===== config.mk =====
export PLATFORM = sky130hd
export DESIGN_NAME = output_restricted_deque_top
export DESIGN_NICKNAME = d
export VERILOG_FILES = /design/src/rtl/odq_pkg.sv /design/src/rtl/odq_cell.sv /design/src/rtl/output_restricted_deque_top.sv
export SDC_FILE = /design/constraint.sdc
export NUM_CORES = 1
export LEC_CHECK = 0
export ABC_AREA = 0
export BUFFER_PORTS_ARGS = -buffer_cell sky130_fd_sc_hd__buf_2
export CAP_MARGIN = 10
export CORE_MARGIN = 1.5
export CORE_UTILIZATION = 67
export CTS_CLUSTER_DIAMETER = 200
export DETAILED_ROUTE_END_ITERATION = 10
export PLACE_DENSITY_LB_ADDON = 0.05
export RECOVER_POWER = 100
export SLEW_MARGIN = 15
export SYNTH_ARGS = -nofsm -noshare
export SYNTH_HDL_FRONTEND = slang
export SYNTH_SLANG_ARGS = --single-unit

===== constraint.sdc =====
create_clock -name clk -period 11.9 [get_ports clk]
set_clock_uncertainty 0.05 [all_clocks]
set_input_delay 1.19 -clock clk [delete_from_list [all_inputs] [get_ports clk]]
set_output_delay 1.19 -clock clk [all_outputs]
set_load 0.01 [all_outputs]

===== src/rtl/odq_pkg.sv =====
// Shared constants, codes and types of the output-restricted deque.
package odq_pkg;

    localparam int DEPTH    = 16;
    localparam int WORD_W   = 32;
    localparam int CNT_W    = $clog2(DEPTH + 1);
    localparam int MODE_W   = 2;
    localparam int STATUS_W = 2;
    localparam int OCC_W    = 5;

    localparam logic [MODE_W-1:0] MODE_PUSH_FRONT = 2'd0;
    localparam logic [MODE_W-1:0] MODE_PUSH_REAR  = 2'd1;
    localparam logic [MODE_W-1:0] MODE_POP_FRONT  = 2'd2;

    localparam logic [STATUS_W-1:0] ST_DONE  = 2'd0;
    localparam logic [STATUS_W-1:0] ST_FULL  = 2'd1;
    localparam logic [STATUS_W-1:0] ST_EMPTY = 2'd2;

    // Per-cell control; at most one member is set in any cycle.
    typedef struct packed {
        logic load;         // take the incoming request word
        logic shift_rear;   // take the word of the neighbor nearer the front
        logic shift_front;  // take the word of the neighbor nearer the rear
    } cell_ctrl_t;

endpackage


===== src/rtl/odq_cell.sv =====
// One storage cell of the deque chain.
module odq_cell
(
    input  logic                        clk,
    input  odq_pkg::cell_ctrl_t         ctrl,
    input  logic [odq_pkg::WORD_W-1:0]  load_word,
    input  logic [odq_pkg::WORD_W-1:0]  from_front,
    input  logic [odq_pkg::WORD_W-1:0]  from_rear,
    output logic [odq_pkg::WORD_W-1:0]  word
);

    logic [odq_pkg::WORD_W-1:0] word_reg;
    logic [odq_pkg::WORD_W-1:0] word_next;

    always_comb
    begin
        if (ctrl.load)
        begin
            word_next = load_word;
        end
        else if (ctrl.shift_rear)
        begin
            word_next = from_front;
        end
        else if (ctrl.shift_front)
        begin
            word_next = from_rear;
        end
        else
        begin
            word_next = word_reg;
        end
    end

    // Payload storage needs no reset; the count decides which cells are live.
    always_ff @(posedge clk)
    begin
        word_reg <= word_next;
    end

    assign word = word_reg;

endmodule


===== src/rtl/output_restricted_deque_top.sv =====
// Top level of the output-restricted deque: cell chain, occupancy count and result register.
//
// The block stores up to DEPTH signed 32-bit words in a row of cells, with cell 0 always
// holding the front word. Each request pushes a word at the front, pushes one at the rear,
// or pops the front word, and produces exactly one result carrying the popped word (zero
// unless a pop succeeded), a status (done, refused because full, or pop refused because
// empty) and the occupancy after the request. A mode of three changes nothing and reports
// done. A request is taken whenever the result register is empty or its result is being
// taken in the same cycle, so with no stall at the output one request is accepted every
// clock and its result appears on the next. A front push shifts every cell one place toward
// the rear, a pop shifts every cell one place toward the front, and a rear push writes only
// the cell addressed by the current count, so the update is one shift of the chain or one
// cell write, plus one count increment or decrement.
module output_restricted_deque_top
(
    input  logic                                clk,
    input  logic                                rst_n,
    input  logic                                in_valid,
    output logic                                in_stall,
    input  logic [odq_pkg::MODE_W-1:0]          mode,
    input  logic signed [odq_pkg::WORD_W-1:0]   value,
    output logic                                out_valid,
    input  logic                                out_stall,
    output logic signed [odq_pkg::WORD_W-1:0]   popped,
    output logic [odq_pkg::STATUS_W-1:0]        status,
    output logic [odq_pkg::OCC_W-1:0]           occupancy
);

    logic [odq_pkg::CNT_W-1:0]      count_reg;
    logic [odq_pkg::CNT_W-1:0]      count_next;
    logic                           out_valid_reg;
    logic [odq_pkg::WORD_W-1:0]     popped_reg;
    logic [odq_pkg::WORD_W-1:0]     popped_next;
    logic [odq_pkg::STATUS_W-1:0]   status_reg;
    logic [odq_pkg::STATUS_W-1:0]   status_next;
    logic [odq_pkg::OCC_W-1:0]      occ_reg;

    logic                           accept;
    logic                           full;
    logic                           empty;
    logic                           do_push_front;
    logic                           do_push_rear;
    logic                           do_pop;

    logic [odq_pkg::WORD_W-1:0]     words [odq_pkg::DEPTH];
    odq_pkg::cell_ctrl_t            ctrl  [odq_pkg::DEPTH];

    // A new request is held off only while an untaken result sits in the output register.
    assign in_stall = out_valid_reg && out_stall;
    assign accept   = in_valid && !in_stall;

    assign full  = (count_reg == odq_pkg::CNT_W'(odq_pkg::DEPTH));
    assign empty = (count_reg == '0);

    assign do_push_front = accept && (mode == odq_pkg::MODE_PUSH_FRONT) && !full;
    assign do_push_rear  = accept && (mode == odq_pkg::MODE_PUSH_REAR)  && !full;
    assign do_pop        = accept && (mode == odq_pkg::MODE_POP_FRONT)  && !empty;

    // The chain: cell 0 is the front. The front cell takes the request word on a front
    // push, and the rear cell simply reloads itself on a pop, since that slot becomes dead.
    for (genvar i = 0; i < odq_pkg::DEPTH; i++)
    begin : g_cell
        logic [odq_pkg::WORD_W-1:0] front_src;
        logic [odq_pkg::WORD_W-1:0] rear_src;

        if (i == 0)
        begin : g_first
            assign front_src = value;
        end
        else
        begin : g_mid_front
            assign front_src = words[i-1];
        end

        if (i == odq_pkg::DEPTH - 1)
        begin : g_last
            assign rear_src = words[i];
        end
        else
        begin : g_mid_rear
            assign rear_src = words[i+1];
        end

        assign ctrl[i].load        = do_push_rear && (count_reg == odq_pkg::CNT_W'(i));
        assign ctrl[i].shift_rear  = do_push_front;
        assign ctrl[i].shift_front = do_pop;

        odq_cell u_cell
        (
            .clk        (clk),
            .ctrl       (ctrl[i]),
            .load_word  (value),
            .from_front (front_src),
            .from_rear  (rear_src),
            .word       (words[i])
        );
    end

    // Count update and the result of the current request.
    always_comb
    begin
        count_next  = count_reg;
        popped_next = '0;
        status_next = odq_pkg::ST_DONE;
        case (mode)
            odq_pkg::MODE_PUSH_FRONT,
            odq_pkg::MODE_PUSH_REAR:
            begin
                if (full)
                begin
                    status_next = odq_pkg::ST_FULL;
                end
                else
                begin
                    count_next = count_reg + odq_pkg::CNT_W'(1);
                end
            end
            odq_pkg::MODE_POP_FRONT:
            begin
                if (empty)
                begin
                    status_next = odq_pkg::ST_EMPTY;
                end
                else
                begin
                    popped_next = words[0];
                    count_next  = count_reg - odq_pkg::CNT_W'(1);
                end
            end
            default:
            begin
                count_next = count_reg;
            end
        endcase
    end

    always_ff @(posedge clk or negedge rst_n)
    begin
        if (!rst_n)
        begin
            count_reg     <= '0;
            out_valid_reg <= 1'b0;
        end
        else
        begin
            if (accept)
            begin
                count_reg     <= count_next;
                out_valid_reg <= 1'b1;
            end
            else if (!out_stall)
            begin
                out_valid_reg <= 1'b0;
            end
        end
    end

    // Result payload; loaded only when a request is accepted, so a stalled result holds.
    always_ff @(posedge clk)
    begin
        if (accept)
        begin
            popped_reg <= popped_next;
            status_reg <= status_next;
            occ_reg    <= odq_pkg::OCC_W'(count_next);
        end
    end

    assign out_valid = out_valid_reg;
    assign popped    = popped_reg;
    assign status    = status_reg;
    assign occupancy = occ_reg;

`ifndef NO_ASSERTIONS
    // Every accepted request leaves a result behind on the next cycle.
    a_result_follows: assert property (@(posedge clk) disable iff (!rst_n)
        accept |=> out_valid)
        else $error("accepted request produced no result");

    // A refused push is reported only when the store holds DEPTH words.
    a_full_status: assert property (@(posedge clk) disable iff (!rst_n)
        (out_valid && status == odq_pkg::ST_FULL) |->
            (occupancy == odq_pkg::OCC_W'(odq_pkg::DEPTH)))
        else $error("full status with store not full");

    // A refused pop is reported only on an empty store and carries no word.
    a_empty_status: assert property (@(posedge clk) disable iff (!rst_n)
        (out_valid && status == odq_pkg::ST_EMPTY) |-> (occupancy == '0 && popped == '0))
        else $error("empty status inconsistent");

    // A successful pop lowers the count by exactly one.
    a_pop_count: assert property (@(posedge clk) disable iff (!rst_n)
        do_pop |=> (count_reg == $past(count_reg) - odq_pkg::CNT_W'(1)))
        else $error("pop did not decrement count");
`endif

endmodule


# Word-level counts from Yosys, hierarchy flattened
# Index checks and enable logic that the tools add are counted.
totals:
  reg_bits: 557
  word_cells: 145
op_classes:
  n_addsub: 2
  n_eq_ne: 19
  n_mux: 55
  bitwise_logic: 1
  n_reduce_logical: 47
ops:
  columns: ["operator", "count"]
  rows:
  - ["$mux 32", 47]
  - ["$reduce_bool 3->1", 15]
  - ["$eq 5x4->1 const B", 8]
  - ["$logic_and 1x1->1", 24]
  - ["$eq 5x3->1 const B", 4]
  - ["$eq 5x2->1 const B", 2]
  - ["$mux 5", 2]
  - ["$pmux 5 s2", 1]
  - ["$add 5x1->5 const B", 1]
  - ["$eq 5x1->1 const B", 1]
  - ["$eq 5x5->1 const B", 1]
  - ["$logic_not 5->1", 1]
  - ["$sub 5x1->5 const B", 1]
  - ["$pmux 2 s2", 1]
  - ["$reduce_or 2->1", 2]
  - ["$logic_not 1->1", 3]
  - ["$mux 1", 3]
  - ["$eq 2x1->1 const B", 1]
  - ["$eq 2x2->1 const B", 1]
  - ["$logic_not 2->1", 1]
  - ["$mux 2", 1]
  - ["$ne 2x1->1 const B", 1]
  - ["$reduce_bool 2->1", 1]
  - ["$not 1->1", 1]

# Longest topological paths before layout
logic_depth:
  word_depth: 8
  mapped_depth: 9

# Modules after synthesis
# Synthesis repeated with hierarchy kept, for this count alone.
hier_totals:
  hier_cells: 2416
  area_unflattened_um2: 28937.8
by_module_without_submodules:
  columns: ["mod", "instances", "cells_each", "area_each_um2", "seq_area_each_um2"]
  rows:
  - ["odq_cell", 16, 140, 1672.9, 960.9]
  - ["output_restricted_deque_top", 1, 176, 2172.1, 1321.3]

# Worst setup path before layout
# Ideal clock, no wire load.
synth_path:
  path_kind: "input to register"
  startpoint: "input in_valid"
  endpoint: "register g_cell[10].u_cell.word_reg, in the netlist g_cell[10].u_cell.word[0] (enable)"
  setup_time_ns: 0.389
  arrival_ns: 4.415
  required_time_ns: 11.461
  slack_ns: 7.045
  path_stages: 7
  path_buffers: 3
  cell_sequence: "a21bo_2 -> inv_1 -> clkbuf_1 -> buf_1 -> o21ai_1 -> buf_2 -> nand2_1"
synth_between:
  elab_chain_len: 5
  word_cells_on_any_way: 9
  cone_classes: "reduce/logical: 9"
synth_lines:
  columns: ["element", "line", "source"]
  rows:
  - ["start, declared", "output_restricted_deque_top.sv:18", "input logic in_valid,"]
  - ["$logic_and 1x1->1 *", "output_restricted_deque_top.sv:50", "assign accept = in_valid && !in_stall;"]
  - ["via accept", "output_restricted_deque_top.sv:38", "logic accept;"]
  - ["$logic_and 1x1->1 (2 in series)", "output_restricted_deque_top.sv:56", "assign do_push_rear = accept && (mode == odq_pkg::MODE_PUSH_REAR) && !full;"]
  - ["$logic_and 1x1->1", "output_restricted_deque_top.sv:84", "assign ctrl[i].load = do_push_rear && (count_reg == odq_pkg::CNT_W'(i));"]
  - ["$reduce_bool 3->1 (no line) *", null, null]
  - ["end signal, assigned", "odq_cell.sv:38", "word_reg <= word_next;"]
  - ["end, declared", "odq_cell.sv:12", "logic [odq_pkg::WORD_W-1:0] word_reg;"]
# Mark *: on every way through the listed nets, which the timed path passes. The rest lies on a longest branch.
# A chain may end at the register's enable or synchronous reset.

# Worst setup path in the final report
layout_path:
  startpoint: "input in_valid"
  endpoint: "register g_cell[7].u_cell.word_reg, in the netlist g_cell[7].u_cell.word[23] (enable)"
layout_between:
  elab_chain_len: 5
  word_cells_on_any_way: 9
  cone_classes: "reduce/logical: 9"
layout_lines:
  columns: ["element", "line"]
  rows:
  - ["$logic_and 1x1->1 *", "output_restricted_deque_top.sv:50"]
  - ["$logic_and 1x1->1 (2 in series)", "output_restricted_deque_top.sv:56"]
  - ["$logic_and 1x1->1", "output_restricted_deque_top.sv:84"]
  - ["$reduce_bool 3->1 (no line) *", null]
  - ["end signal, assigned", "odq_cell.sv:38"]
  - ["end, declared", "odq_cell.sv:12"]
# Mark *: on every way between the ends. The rest lies on a longest branch, timed or not.

==> results.tsv <==
stage	metric	value	unit
run_status	outcome	complete, but fails checks	
run_status	violations	max-capacitance violations, max-slew violations	
cells_and_area	final_cell_mix	nand2_1, edfxtp_1, nor2_1	
synth	synthCells	2817	
power	switching_share	25.0	%
worst_setup_path	critPathMaxFanout	57	
drt	top_layer_used	met4	
place	dp_hpwl	40200	um
timing	hold_viol_final	0	
clock_network	clock_path_buffers	3	
cells_and_area	multi_input_area	0.00953	mm2
power	sequentialPowerShare	52.6	%
floorplanning	die_w	205	um
floorplanning	die-area	0.0420	mm2
drt	wirelength	66600	um
floorplanning	core_area	0.0400	mm2
timing	setup_tns	0	ps
clock_network	cts_tree	built	
global_routing	grt_max_degree	248	
cells_and_area	n_fill_cell	2845	
place	place_inst	3210	
clock_network	cts_made_buffers	55	
synth	synth_ff_type	edfxtp_1	
floorplanning	die_y	205	um
power	power_density	158	mW/mm2
power	clockPowerShare	36.7	%
timing	period_needed	7540	ps
drt	vias	21100	
job	max-cap-violations	19	
clock_network	cts_hold_buffers	0	
timing	rsz0062_at_grt	false	
synth	avgSynthCellArea	9.70	um2
clock_network	cts_setup_buffers	0	
global_routing	grt_pass1_wl	107000	um
synth	synth-edff-count	551	
global_routing	grt_overflow_total	0	
cells_and_area	fin_nets	2786	
drt	wl_met1	28400	um
clock_network	htree_levels	2	
drt	drc	0	
global_routing	grt_use_total	32.0	%
worst_setup_path	r2r-start	count_reg[0]	
global_routing	first_global_vias	19300	
drt	dr.pass1.iters	6	
floorplanning	ios	79	
drt	ant_nets	0	
worst_setup_path	cp.required	12030	ps
power	intPower	0.00347	W
floorplanning	rows	73	
power	ir_drop	0.000135	V
clock_network	cts_root_buf	clkbuf_16	
cells_and_area	stdcell_count	3314	
drt	vias_per_cell	6.38	
cells_and_area	largest_reg_flops	512	
cells_and_area	finalInstanceArea	0.0293	mm2
worst_setup_path	r2r_end	g_cell[13].u_cell.word[20]	
synth	syn_nets	2861	
worst_setup_path	r2r_setup_slack	4580	ps
floorplanning	initial_core_util	68.3	%
hold_path	hp-class	input pin to asynchronous set/reset pin	
worst_setup_path	cp-end-kind	flop	
cells_and_area	seq_area	0.0167	mm2
cells_and_area	layout_commonest_cell	nand2_1	
drt	wl_met3	8330	um
cells_and_area	area_delta_synth_final	7.02	%
clock_network	clock-sinks	557	
worst_setup_path	worstSetupPathType	input pin to flop	
clock_network	clk_latency	620	ps
power	p_leak	10.7	nW
clock_network	cts_resized	0	
synth	synth.distinct_cells	48	
place	dpl-instance-area	0.0276	mm2
place	gp_congestion	0.820	
timing	fin_crit_sh	63.4	%
timing	max_freq	133	MHz
worst_setup_path	cp.arrival	7670	ps
global_routing	grt_antenna_before_repair	2	
power	comb_power_share	10.7	%
synth	yosysSeqAreaShare	61.1	%
worst_setup_path	start_kind	input pin	
synth	yosysWarnings	0	
drt	routed-wl-met2	28700	um
synth	async_reset_ff_share	1.08	%
timing	slew_headroom	-239	%
timing	worst_pin_slew	5090	ps
place	io_buffers	78	
clock_network	clkSlewWorstSetupHoldPaths	70	ps
synth	ys_seq_elements	557	
worst_setup_path	r2r_cells	8	
timing	final_max_slew_viol_count	975	
synth	synth_area	0.0273	mm2
cells_and_area	drive_gt1_share	5.74	%
timing	setup_viol	0	
drt	wl_per_cell	20.1	um
drt	drt_iter0_markers	2906	
power	switchingPower	0.00116	W
## routing by layer
metal  up-vias  track usage, %
met3        91            4.34
met1      9920            51.2
met2      1375            46.2
met4         0            8.47
li1       9758               -
met5         -               0
## power groups by stage
stage	sequential, W	clock (W)	combinational, W
floorplan	0.00243	0	0.000354
global placement	0.00246	0	0.000461
detailed placement	0.00247	0	0.000483
CTS	0.00243	0.00172	0.000487
global route	0.00245	0.00178	0.000544
finish	0.00243	0.00170	0.000494
## how the worst max path moves through the flow
stage	to	cells after the start	start
CTS	g_cell[13].u_cell.word[27]	8	count_reg[0]
finish	g_cell[7].u_cell.word[23]	7	in_valid
global route	g_cell[5].u_cell.word[20]	7	out_stall
detailed placement	g_cell[14].u_cell.word[16]	7	out_stall
global placement	g_cell[9].u_cell.word[14]	7	out_stall
floorplan	g_cell[10].u_cell.word[0]	7	in_valid
## critical path, cell delays in order
cell	delay (ps)
buf_2	80
a21bo_1	390
inv_1	210
clkbuf_1	2050
o21ai_0	1760
nand2_1	350
clkbuf_1	1580
## through the flow
step	power [W]	hold WS [ps]	worst slack [ps]	util [%]
5_1_grt	0.00478	456	3790	73.1
4_1_cts	0.00463	347	7720	73.5
3_3_place_gp	0.00292	483	7570	69.1
2_1_floorplan	0.00279	474	7050	-
6_report	0.00463	440	4360	73.1
3_5_place_dp	0.00295	486	7480	69.1
## kinds of logic (layout without fill, tap and decap cells)
kind of cell,Yosys count,in the layout,share of synthesized area (%)
and+or+nand+nor,1443,1443,20.5
buffers and inverters,259,229,4.17
muxes,64,64,2.64
xor gates and xnor gates,2,2,0.0641
DFF,557,557,61.1
other,0,2,0
AOI/OAI and AO/OA,486,486,11.2
adders and majority gates,6,6,0.275
## area by class of cell
cell class              instances  area share, %
diodes                          2         0.0171
clock inverters                38           1.06
multi-input cells            2001           32.6
repair buffers                118           2.02
flip-flops and latches        557           57.1
inverters                       9          0.115
well taps                     525           2.25
clock buffers                  64           4.89
## synth_stat cells, types with 2 or more instances
| cell type | instances | share of area [%] |
|---|---|---|
| nand2_1 | 917 | 13 |
| edfxtp_1 | 551 | 61 |
| o211ai_1 | 2 | 0.055 |
| o21ai_0 | 8 | 0.15 |
| and2_1 | 33 | 0.76 |
| a31oi_1 | 451 | 10 |
| or2_2 | 2 | 0.046 |
| nor3_1 | 5 | 0.092 |
| mux2_2 | 16 | 0.66 |
| clkbuf_1 | 127 | 1.7 |
| inv_1 | 9 | 0.12 |
| buf_2 | 110 | 2.0 |
| nand3_1 | 6 | 0.11 |
| buf_6 | 4 | 0.16 |
| mux2_1 | 48 | 2.0 |
| dfrtp_1 | 6 | 0.55 |
| ha_1 | 6 | 0.27 |
| a21oi_1 | 12 | 0.22 |
| buf_1 | 9 | 0.12 |
| or3b_1 | 2 | 0.064 |
| xnor2_1 | 2 | 0.064 |
| or3_1 | 4 | 0.092 |
| o21ai_1 | 2 | 0.037 |
| nor2_1 | 453 | 6.2 |
| nand4_1 | 9 | 0.21 |
No activity file was read; power rests on OpenSTA's default activity.
